--- src/rtl/hbs_pkg.sv ---
`timescale 1ns / 1ps
package hbs_pkg;

  localparam int MAX_COLS   = 256;
  localparam int MAX_ROWS   = 256;
  localparam int FRAC_BITS  = 16;
  localparam int CMD_DEPTH  = 4;
  localparam int RES_DEPTH  = 16;
  localparam int BANK_DEPTH = (MAX_COLS / 2) * (MAX_ROWS / 2);

  localparam logic FUNC_LOAD  = 1'b0;
  localparam logic FUNC_QUERY = 1'b1;

  typedef enum logic [2:0] {
    CFG_GRID_WIDTH,
    CFG_GRID_HEIGHT,
    CFG_X_INV_SCALE,
    CFG_Y_INV_SCALE,
    CFG_X_OFFSET,
    CFG_Y_OFFSET,
    CFG_Z_SCALE
  } cfg_idx_t;

  typedef struct packed {
    logic [8:0]  grid_width;
    logic [8:0]  grid_height;
    logic [31:0] x_inv_scale;
    logic [31:0] y_inv_scale;
    logic [31:0] x_offset;
    logic [31:0] y_offset;
    logic [31:0] z_scale;
  } cfg_t;

  // Classified request between front and back
  typedef struct packed {
    logic        is_query;
    logic [7:0]  col;
    logic [7:0]  row;
    logic [15:0] value;
    logic [15:0] fx;
    logic [15:0] fy;
    logic        xsat;
    logic        ysat;
    logic        outside;
    logic        single;
  } cmd_t;

  typedef struct packed {
    logic [7:0]  idx;
    logic [15:0] frac;
    logic        sat;
    logic        out;
  } axis_t;

  typedef struct packed {
    logic [47:0] height;
    logic [48:0] grad_x;
    logic [48:0] grad_y;
    logic        outside;
  } res_t;

  function automatic logic [47:0] sat48(input logic signed [51:0] x);
    logic [47:0] r;
    if (x[51:47] == 5'b00000 || x[51:47] == 5'b11111) r = x[47:0];
    else if (x[51]) r = {1'b1, 47'd0};
    else r = {1'b0, {47{1'b1}}};
    return r;
  endfunction

  function automatic logic [48:0] sat49(input logic signed [51:0] x);
    logic [48:0] r;
    if (x[51:48] == 4'b0000 || x[51:48] == 4'b1111) r = x[48:0];
    else if (x[51]) r = {1'b1, 48'd0};
    else r = {1'b0, {48{1'b1}}};
    return r;
  endfunction

endpackage

--- src/rtl/hbs_res_queue.sv ---
`timescale 1ns / 1ps
module hbs_res_queue import hbs_pkg::*; (
  input  logic       clk,
  input  logic       rst_n,
  input  logic       wr_en,
  input  res_t       wr_data,
  input  logic       rd_en,
  output res_t       rd_data,
  output logic [4:0] count
);

  res_t       entry_r [RES_DEPTH];
  logic [3:0] wr_ptr_r;
  logic [3:0] rd_ptr_r;
  logic [4:0] count_r;

  // Advance pointers and count
  always_ff @(posedge clk) begin
    if (!rst_n) begin
      wr_ptr_r <= '0;
      rd_ptr_r <= '0;
      count_r  <= '0;
    end else begin
      if (wr_en) wr_ptr_r <= wr_ptr_r + 4'd1;
      if (rd_en) rd_ptr_r <= rd_ptr_r + 4'd1;
      count_r <= count_r + 5'(wr_en) - 5'(rd_en);
    end
  end

  always_ff @(posedge clk) begin
    if (wr_en) entry_r[wr_ptr_r] <= wr_data;
  end

  assign rd_data = entry_r[rd_ptr_r];
  assign count   = count_r;

endmodule

--- config.mk ---
export PLATFORM = sky130hd
export DESIGN_NAME = hbs_res_queue
export DESIGN_NICKNAME = d
export VERILOG_FILES = /design/src/rtl/hbs_pkg.sv /design/src/rtl/hbs_res_queue.sv
export SDC_FILE = /design/constraint.sdc
export NUM_CORES = 2
export LEC_CHECK = 0
export BUFFER_PORTS_ARGS = -buffer_cell sky130_fd_sc_hd__buf_4
export CAP_MARGIN = 20
export CORE_ASPECT_RATIO = 0.7
export CORE_UTILIZATION = 40
export CTS_BUF_LIST = sky130_fd_sc_hd__clkbuf_8
export DETAILED_ROUTE_END_ITERATION = 10
export REMOVE_ABC_BUFFERS = 1
export SLEW_MARGIN = 10
export SYNTH_ARGS = -nofsm -noshare
export SYNTH_HDL_FRONTEND = slang
export SYNTH_SLANG_ARGS = --single-unit
--- constraint.sdc ---
create_clock -name clk -period 11.7 [get_ports clk]
set_input_delay 2.925 -clock clk [delete_from_list [all_inputs] [get_ports clk]]
set_output_delay 2.925 -clock clk [all_outputs]
set_load 0.05 [all_outputs]
# Yosys cells after proc, flatten, opt, wreduce, memory -nomap -nowiden
# Memory sizes are Yosys's and may differ from the RTL's. A register that Yosys moved wholly into a read port is not among the register bits.
# Cells that the tools add are included.
# word_totals
elab_cells	12
register_bits	13
input_bits	151
n_memories	1
ram_bits	2352
out_inout_bits	152
# op_classes
mux	4
add_sub_neg	4
# memory_table
name	words	width	rd	rd_ports_with_merged_regs	write_ports	line_no	text
entry_r	16	147	1	1	1	hbs_res_queue.sv:12	res_t entry_r [RES_DEPTH];
# ops
operator	n
4-bit by 1-bit adder with 4-bit output, second input constant	2
4-bit two-way mux	2
5-bit by 1-bit adder with 5-bit output	1
5-bit by 1-bit subtractor with 5-bit output	1
1-bit two-way mux	2

# Depth between registers and ports, before layout
# logic_depth
depth_word	3
depth_mapped	9

# Worst setup path before layout
# Ideal clock, no wire load.
# synth_path
kind	input to register
start	in wr_en
end	mem entry_r[0][0] (netlist bit) (enable)
n_path_buf	1
setup_time_ps	524
path_slack_ps	4308
arrival_time_ps	6868
stages	3
cell_sequence	clkbuf_1 nor3b_1 and2_1
# synth_between
elab_chain_len	2
# synth_lines
element	line_no	text
start, declared	hbs_res_queue.sv:5	input logic wr_en,
1-bit two-way mux	hbs_res_queue.sv:31	if (wr_en) entry_r[wr_ptr_r] <= wr_data;
1-bit two-way mux (not written as such)	hbs_res_queue.sv:31	
end, declared	hbs_res_queue.sv:12	
# Every way passes these cells.

==> flow_summary_export.csv <==
group,metric,value,unit
sta,fin_crit,7890,ps
setup_path,cp_data_arrival_time,4970,ps
setup_path,slowest_delay,910,ps
synthesis,synth-xor-area-share,0.0980,%
layout,final_cells,7666,
placed_design,port_buffers,302,
min_path,min_path_cells,2,
cts,cts-htree-levels,5,
min_path,hold_path_class,"flip-flop to flip-flop",
sta,setup_viol,0,
sta,rsz0062_at_grt,"no",
sta,drv_slew,0,
floorplan,dieArea,225000,um2
setup_path,critPathTopFamily,"buffers and inverters",
synthesis,post_synth_and_or_nand_nor_area_fraction,0.980,%
setup_path,r2r-end,"entry_r[0][34]",
setup_path,slowest_stage,"dfxtp_4",
synthesis,yosys.area.top_type_share,79.1,%
synthesis,avgSynthCellArea,22.7,um2
cts,path_clk_slew,60,ps
routing,wl,218,mm
layout,fillCellCount,18302,
pwr,power,17.5,mW
layout,multi_input_area,17200,um2
floorplan,initial_utilization,40.4,%
synthesis,synth_cells,3931,
synthesis,synth_cell_types,31,
setup_path,worstPathCellList,"buf_12 > buf_12 > mux2i_1 > a22oi_1 > nand2_1 > o21ai_0 > buf_4",
cts,cts.path.max_buffers,4,
cts,cts_resized,0,
global_routing,grt_pass1_vias,43805,
pwr,p_switching,4.24,mW
global_routing,grt_max_degree,145,
setup_path,crit_fanout,138,
sta,max-slew-margin-rel,22.6,%
cts,cts_tree,"yes",
layout,nets,4629,
layout,area_growth,13.8,%
setup_path,reg2reg_depth,4,
placed_design,place_area,95000,um2
routing,drc_errors,0,
routing,dr.first_iter.drc_count,4232,
cts,cts_hold_buf,0,
synthesis,muxShareOfSynthArea,14.7,%
run_status,status,"finished clean",
setup_path,start_kind,"flip-flop",
cts,postCtsSetupBuffers,0,
cts,cts_root_buffer,"clkbuf_8",
placed_design,gp_congestion,0.700,
routing,wl_per_cell,28.4,um
floorplan,die_w,567,um
sta,timing.fmax,0.127,GHz
setup_path,critPathMostFrequentCell,"buf_12",
layout,final_core_util,46.0,%
setup_path,timing.rr.start,"wr_ptr_r[2]",
synthesis,yosys.area.top_type,"edfxtp_1",
floorplan,ioPinCount,303,
setup_path,reg2reg_slack,8090,ps
global_routing,grt_pass1_wl,312,mm
routing,viasPerCell,5.54,
floorplan,die_y,397,um
setup_path,path_buf_inv,3,
routing,dr.pass1.iters,7,
pwr,switching_share,24.2,%
placed_design,hpwl,107,mm
sta,fin_crit_sh,67.4,%
routing,num_vias,42438,
setup_path,end_kind,"primary output",
pwr,p_int,13.3,mW
sta,hold_viol,0,
cts,cts_sinks,2369,
synthesis,ys_seq_area_share,79.4,%
synthesis,synth_warnings,0,
layout,seq_area,71000,um2
flow_run,max-cap-violations,0,
sta,tns,0,ps
pwr,leakage,31.7,nW
layout,drive_gt1_share,28.3,%
pwr,powerDensity,172,nW/um2
global_routing,track_usage,19.1,%
pwr,power_frac_comb,9.0,%
setup_path,crit_required,8780,ps
synthesis,synth_compound_area_share,3.23,%
synthesis,synth_top_family_by_area,"multiplexers",
synthesis,synth_fa_ha_area_share,0.162,%
setup_path,crit_type,"flip-flop to primary output",
sta,worstMarginPinSlew,1160,ps
synthesis,synth_area_leaders,"edfxtp_1 (79%), mux4_2 (12%), mux2i_1 (2.5%)",
cts,clock_latency,960,ps
min_path,min_from,"rd_ptr_r[1]",
synthesis,ys_ff_latch,2369,
pwr,clockPowerShare,36.9,%
layout,stdcell_area,102000,um2
pwr,seq_power_share,54.2,%
routing,ant_nets,0,
placed_design,place_inst,7017,
synthesis,netlist_area,89300,um2
floorplan,rows,144,
cts,cts_buffers,368,
floorplan,coreArea,221000,um2
global_routing,antenna_found_initial,29,
sta,clock_skew,53.0,ps
pwr,max-vdd-ir-drop,0.000111,V
global_routing,grt_overflow_total,0,
-- sequential cells by signal, indices dropped and copies added (netlist names), named ones only --
register  count
entry_r    2352
count         5
wr_ptr_r      4
rd_ptr_r      4
-- worst reg2reg max path, stage by stage, from the launching register on --
cell     delay (ps)
dfxtp_1         360
nor3b_1         410
and2_4          680
buf_4           910
buf_4           820
-- through the flow --
step | hold WS, ps | worst slack [ps]
floorplan | 525 | -18610
global placement | 539 | 4750
detailed placement | 564 | 4770
CTS | 573 | 3730
global route | 603 | 3610
finish | 566 | 3810
-- final cells by class --
cell class                 instances  area share [%]
sequential                      2369            69.8
clock inverter                   268            1.54
antenna                           11          0.0271
multi-input combinational       1335            17.0
inverter                           9          0.0332
tap                             2920            3.59
clock buffer                     370            5.01
timing repair buffer             384            3.00
-- per-layer routing --
layer	share of wire, %	GRT usage [%]
met5	0.088	0
met4	1.8	4.64
met3	7.4	4.02
met2	46	29.2
met1	45	28.1
-- worst max path at each step --
stage / to / slack (ps) / depth (start not counted)
final: rd_data[37] / 3810 / 7
after global routing: rd_data[37] / 3610 / 7
after CTS: rd_data[37] / 3730 / 7
after detailed placement: rd_data[37] / 4770 / 7
after global placement: rd_data[37] / 4750 / 7
after floorplan: rd_data[101] / -18610 / 4
-- layout by cell type, fill, tap and decap left out, drive strengths merged, types with 51 or more instances in the layout --
master,instances
mux4,485
inv,121
mux2i,221
clkinv,133
nand2,120
clkbuf,370
edfxtp,2352
a22oi,268
a21oi,51
buf,384
-- power groups by stage --
stage               combinational [mW]  clock (mW)  sequential (mW)
floorplan                         1.33           0             9.80
global placement                  1.59           0             9.66
detailed placement                1.60           0             9.67
CTS                               1.60        6.62             9.49
global route                      1.67        6.96             9.49
finish                            1.57        6.46             9.49
-- synthesized netlist by cell type (all sizes together) --
library cell and count:
edfxtp 2352, nand2 120, dfxtp 17, nand4 2, mux4 485, a21o 2
ha 10, clkbuf 67, a22oi 268, o21ai 36, xnor2 7, nand2b 1
o22ai 31, inv 9, a211oi 31, a21oi 51, nor2 5, xor2 3
and3b 1, and3 1, and2 32, buf 151, fa 1, nor3b 1
nor2b 26, mux2i 221
-- cells by family after synthesis --
group                      after synthesis
AOI/OAI and AO/OA                      419
DFF                                   2369
muxes                                  706
xor gates and xnor gates                10
and+or+nand+nor                        189
buffers and inverters                  227
adders and majority gates               11
Power figures use the tool's default switching activity.
