[config.mk]
export PLATFORM = sky130hd
export DESIGN_NAME = hbs_cmd_queue
export DESIGN_NICKNAME = d
export VERILOG_FILES = /design/src/rtl/hbs_pkg.sv /design/src/rtl/hbs_cmd_queue.sv
export SDC_FILE = /design/constraint.sdc
export NUM_CORES = 1
export LEC_CHECK = 0
export ABC_CLOCK_PERIOD_IN_PS = 4200
export BUFFER_PORTS_ARGS = -buffer_cell sky130_fd_sc_hd__clkbuf_2
export CAP_MARGIN = 10
export CORE_MARGIN = 3
export CORE_UTILIZATION = 60
export DETAILED_ROUTE_END_ITERATION = 10
export PLACE_DENSITY = 0.91
export SETUP_SLACK_MARGIN = 0.1
export SYNTH_ARGS = -nofsm -noshare
export SYNTH_HDL_FRONTEND = slang
export SYNTH_SLANG_ARGS = --single-unit
[constraint.sdc]
create_clock -name clk -period 4.2 [get_ports clk]
set_input_delay 0.63 -clock clk [delete_from_list [all_inputs] [get_ports clk]]
set_output_delay 0.63 -clock clk [all_outputs]
set_load 0.02 [all_outputs]
[src/rtl/hbs_pkg.sv]
`timescale 1ns / 1ps
package hbs_pkg;

  localparam int MAX_COLS   = 256;
  localparam int MAX_ROWS   = 256;
  localparam int FRAC_BITS  = 16;
  localparam int CMD_DEPTH  = 4;
  localparam int RES_DEPTH  = 16;
  localparam int BANK_DEPTH = (MAX_COLS / 2) * (MAX_ROWS / 2);

  localparam logic FUNC_LOAD  = 1'b0;
  localparam logic FUNC_QUERY = 1'b1;

  typedef enum logic [2:0] {
    CFG_GRID_WIDTH,
    CFG_GRID_HEIGHT,
    CFG_X_INV_SCALE,
    CFG_Y_INV_SCALE,
    CFG_X_OFFSET,
    CFG_Y_OFFSET,
    CFG_Z_SCALE
  } cfg_idx_t;

  typedef struct packed {
    logic [8:0]  grid_width;
    logic [8:0]  grid_height;
    logic [31:0] x_inv_scale;
    logic [31:0] y_inv_scale;
    logic [31:0] x_offset;
    logic [31:0] y_offset;
    logic [31:0] z_scale;
  } cfg_t;

  // Classified request between front and back
  typedef struct packed {
    logic        is_query;
    logic [7:0]  col;
    logic [7:0]  row;
    logic [15:0] value;
    logic [15:0] fx;
    logic [15:0] fy;
    logic        xsat;
    logic        ysat;
    logic        outside;
    logic        single;
  } cmd_t;

  typedef struct packed {
    logic [7:0]  idx;
    logic [15:0] frac;
    logic        sat;
    logic        out;
  } axis_t;

  typedef struct packed {
    logic [47:0] height;
    logic [48:0] grad_x;
    logic [48:0] grad_y;
    logic        outside;
  } res_t;

  function automatic logic [47:0] sat48(input logic signed [51:0] x);
    logic [47:0] r;
    if (x[51:47] == 5'b00000 || x[51:47] == 5'b11111) r = x[47:0];
    else if (x[51]) r = {1'b1, 47'd0};
    else r = {1'b0, {47{1'b1}}};
    return r;
  endfunction

  function automatic logic [48:0] sat49(input logic signed [51:0] x);
    logic [48:0] r;
    if (x[51:48] == 4'b0000 || x[51:48] == 4'b1111) r = x[48:0];
    else if (x[51]) r = {1'b1, 48'd0};
    else r = {1'b0, {48{1'b1}}};
    return r;
  endfunction

endpackage

[src/rtl/hbs_cmd_queue.sv]
`timescale 1ns / 1ps
module hbs_cmd_queue import hbs_pkg::*; (
  input  logic       clk,
  input  logic       rst_n,
  input  logic       wr_en,
  input  cmd_t       wr_data,
  input  logic       rd_en,
  output cmd_t       rd_data,
  output logic [2:0] count
);

  cmd_t       entry_r [CMD_DEPTH];
  logic [1:0] wr_ptr_r;
  logic [1:0] rd_ptr_r;
  logic [2:0] count_r;

  // Advance pointers and count
  always_ff @(posedge clk) begin
    if (!rst_n) begin
      wr_ptr_r <= '0;
      rd_ptr_r <= '0;
      count_r  <= '0;
    end else begin
      if (wr_en) wr_ptr_r <= wr_ptr_r + 2'd1;
      if (rd_en) rd_ptr_r <= rd_ptr_r + 2'd1;
      count_r <= count_r + 3'(wr_en) - 3'(rd_en);
    end
  end

  always_ff @(posedge clk) begin
    if (wr_en) entry_r[wr_ptr_r] <= wr_data;
  end

  assign rd_data = entry_r[rd_ptr_r];
  assign count   = count_r;

endmodule

# Yosys cells after proc, flatten, opt, wreduce, memory -nomap -nowiden
# Memory sizes are Yosys's and may differ from the RTL's. A register that Yosys moved wholly into a read port is not among the register bits.
# Index checks and enable logic that the tools add are counted.
# classes
n_addsub	4
multipliers	0
div	0
magnitude_cmp	0
eq_ne	0
shift	0
muxes	4
bitwise	0
reduce_logical	0
# ops
cell	n
2-bit by 1-bit adder with 2-bit output, second input constant	2
2-bit 2-to-1 mux	2
3-bit by 1-bit adder with 3-bit output	1
3-bit by 1-bit subtractor with 3-bit output	1
1-bit 2-to-1 mux	2
# totals
reg_bits	7
latch_bits	0
ramBits	276
romBits	0
input_bits	73
out_inout_bits	72
word_cells	12
mem_count	1
# mem_list
name	words	word_bits	read_ports	rd_clocked_by_memory_dff	wr	line	text
entry_r	4	69	1	1	1	hbs_cmd_queue.sv:12	cmd_t entry_r [CMD_DEPTH];

# Longest topological paths before layout
# logic_depth
word_depth	3
ltp_mapped	7
ltp_nobuf	7

# Worst setup path after synthesis
# Ideal clock, no wire load.
# synth_timing
path_type	input port to flip-flop
from	in wr_en
to	mem entry_r[0][0] (netlist bit) (enable)
setup_ns	0.434
t_arrival_ns	2.248
required_ns	3.766
setup_slack_ns	1.518
cell_stages	1
path_buffers	0
cell_sequence	and2_1
# synth_between
elab_chain_len	2
# synth_rtl
element	line	text
start, declared	hbs_cmd_queue.sv:5	input logic wr_en,
1-bit 2-to-1 mux	hbs_cmd_queue.sv:31	if (wr_en) entry_r[wr_ptr_r] <= wr_data;
1-bit 2-to-1 mux (not written as such)	hbs_cmd_queue.sv:31	
end, declared	hbs_cmd_queue.sv:12	
# Every way passes these cells.

==> metrics.md <==
| Metric | Value |
|---|---|
| Share of cells above drive strength 1 | `0.448` |
| Total GRT Usage | `0.201` |
| Worst Max-Slew Pin Slew | `1.06 ns` |
| Post-synthesis register bit count | `285` |
| Total Wirelength | `18.7 mm` |
| Gpl congestion | `0.729` |
| Initial DRC Count | `307` |
| Cell variety after synth | `19` |
| Max IR drop VDD | `0.000405 V` |
| Synth Area in Adders | `0.00914` |
| Non-Filler Instances | `798` |
| Clock-pin slew on the worst setup and hold paths | `0.06 ns` |
| Postcts setup bufs | `0` |
| Hold Startpoint | `wr_data[30]` |
| Critical-path maximum fanout | `36` |
| Routed vias | `4664` |
| Endpoints failing hold | `0` |
| Detail Placement HPWL | `10.7 mm` |
| CTS max path bufs | `3` |
| Filler cell count | `955` |
| Synthesized net count | `482` |
| Die area | `0.0189 sq mm` |
| Fin. max-slew vios | `0` |
| Post-CTS resize count | `0` |
| Post-synthesis compound-gate area fraction | `0.00144` |
| IO Pins | `145` |
| Port bufs | `144` |
| Antenna Nets Post-Route | `0` |
| Mean Syn Cell Area | `25.9 sq um` |
| Cells after DPL | `751` |
| Hold path depth | `1` |
| CTS Buf Count | `27` |
| Die H | `138 um` |
| Synth warnings | `0` |
| R2R cell count | `3` |
| Hold WS | `0.330 ns` |
| Die Wd | `138 um` |
| Starting density of the core | `0.620` |
| Min-delay worst type | `primary input to register` |
| Reg2reg end | `entry_r[2][49]` |
| Status | `complete, no violations` |
| FP Rows | `47` |
| XOR/XNOR Fraction of Synth Area | `0.00397` |
| Endpoint class of the critical path | `output port` |
| Post-synthesis simple-gate area fraction | `0.00614` |
| Power Density | `509 mW/mm^2` |
| Clk_skew | `0.00629 ns` |
| Ant. Diodes | `0` |
| Cells after Synth | `402` |
| Layout area overhead | `16.4%` |
| Vias in the first global route | `4906` |
| Post-route DRC | `0` |
| Reg2Reg Setup Slack | `2.31 ns` |
| Worst EP required | `3.57 ns` |
| Slew headroom | `0.296` |
| RSZ-0062 raised after global routing | `no` |
| Antenna violations before repair | `0` |
| Multiplexer share of the synthesized area | `0.150` |
| Htree depth | `1` |
| Final Setup Violations | `0` |
| Largest net degree at the start of global routing | `70` |
| Clock Latency Late Sink | `0.51 ns` |
| Core Area | `0.0168 sq mm` |
| Fin crit period | `3.11 ns` |
| Reg2reg start | `wr_ptr_r[0]` |
| Hold buffers post-CTS | `0` |
| Critical Path AT | `2.48 ns` |
| Critical path launch point type | `register` |
| Pre-antenna DRT Iters | `4` |
| Tcrit/Tclk final | `0.740` |
| First-pass GRT wire length | `28.3 mm` |
| Hold path endpoint | `entry_r[3][30]` |
| Register area share after synthesis | `0.814` |
| Max Clock Freq | `0.322 GHz` |
| Clock sink count | `285` |
| Syn Std Cell Area | `0.0104 sq mm` |
| Max Cap Violations | `0` |
| Vias per cell | `5.84` |
| Leak Pwr | `4.13 nW` |
| WS Path Type | `register to output port` |
| Largest family of logic cells by synthesized area | `multiplexers` |
| Routed len/inst | `23.4 um` |
| GRT Residual Overflow | `0` |
| Setup TNS | `0 ns` |
| Root buffer cell | `clkbuf_16` |
| CTS tree | `yes` |
| Final net count | `640` |
## worst max path at each step
stage / from / to / slack, ns / cells after the start
3_3_place_gp: register / rd_data[14] / 1.57 / 3
2_1_floorplan: wr_en / entry_r[0][0] / 1.52 / 1
6_report: register / rd_data[65] / 1.09 / 3
5_1_grt: register / rd_data[11] / 0.88 / 3
3_5_place_dp: register / rd_data[11] / 1.56 / 3
4_1_cts: register / rd_data[11] / 0.99 / 3
## flip-flops by register name, summed over array words and instances (netlist names), named ones only
register and count:
entry_r 276, count 3, rd_ptr_r 2, wr_ptr_r 2
## layout by cell type (no fill, tap or decap), types with 2 or more instances in the layout
cell type and n:
edfxtp_1 276, clkbuf_2 144, mux4_2 69, clkbuf_16 27, clkinv_2 9, inv_1 7, dfxtp_1 7, ha_1 6
nor2_1 5, clkinv_1 5, and2_4 4, clkbuf_1 4, and2_1 2, xnor2_1 2, dfxtp_4 2
## worst max-delay path: stages, from the launching register on
cell,delay [ns]
dfxtp_4,0.80
buf_12,0.37
mux4_2,0.58
clkbuf_2,0.18
## report_power, final
part	total [mW]	leakage (nW)	switching, mW	internal [mW]
sequential	3.35	2.61	0.0764	3.27
combinational	0.633	1.12	0.363	0.271
clock	2.18	0.399	0.944	1.23
total	6.16	4.13	1.38	4.77
## kinds of logic after synthesis
logic type	after synthesis
fa+ha+maj	7
flops	285
simple gates	12
compound gates	2
buf+inv	23
mux	70
xor+xnor	3
## metrics by stage
| step | setup WS, ns | instance area [sq um] | util | power (mW) |
|---|---|---|---|---|
| after floorplan | 1.52 | 10400 | - | 3.81 |
| after global placement | 1.57 | 11300 | 0.675 | 4.02 |
| after detailed placement | 1.56 | 11300 | 0.675 | 4.05 |
| after CTS | 0.985 | 12100 | 0.722 | 6.21 |
| after global routing | 0.883 | 12100 | 0.722 | 6.38 |
| final | 1.09 | 12100 | 0.722 | 6.16 |
## Yosys cell counts
library cell | number | share of area
edfxtp_1 | 276 | 0.80
mux4_2 | 69 | 0.15
dfxtp_1 | 9 | 0.017
inv_1 | 7 | 0.0025
and2_1 | 6 | 0.0036
buf_4 | 6 | 0.0043
ha_1 | 6 | 0.0072
clkbuf_1 | 5 | 0.0018
nor2_1 | 5 | 0.0018
buf_12 | 2 | 0.0039
buf_2 | 2 | 0.00096
xnor2_1 | 2 | 0.0017
a21bo_2 | 1 | 0.00096
a21oi_1 | 1 | 0.00048
buf_6 | 1 | 0.0011
fa_1 | 1 | 0.0019
mux2i_1 | 1 | 0.00096
nand3b_1 | 1 | 0.00072
xor3_1 | 1 | 0.0023
## layout make-up
cell class	count	area, sq um	area share
Clock buffer	31	691	0.0571
Clock inverter	16	103	0.00848
Inverter	7	26.3	0.00217
Multi-Input combinational cell	94	1790	0.148
Sequential cell	285	8480	0.700
Tap cell	220	275	0.0227
Timing Repair Buffer	145	741	0.0612
## per-layer routing
layer | share of wire | track usage
met1 | 0.40 | 0.286
met5 | 0 | 0
met3 | 0.067 | 0.0416
met2 | 0.52 | 0.327
met4 | 0.020 | 0.0471
(Power assumes the default switching activity.)
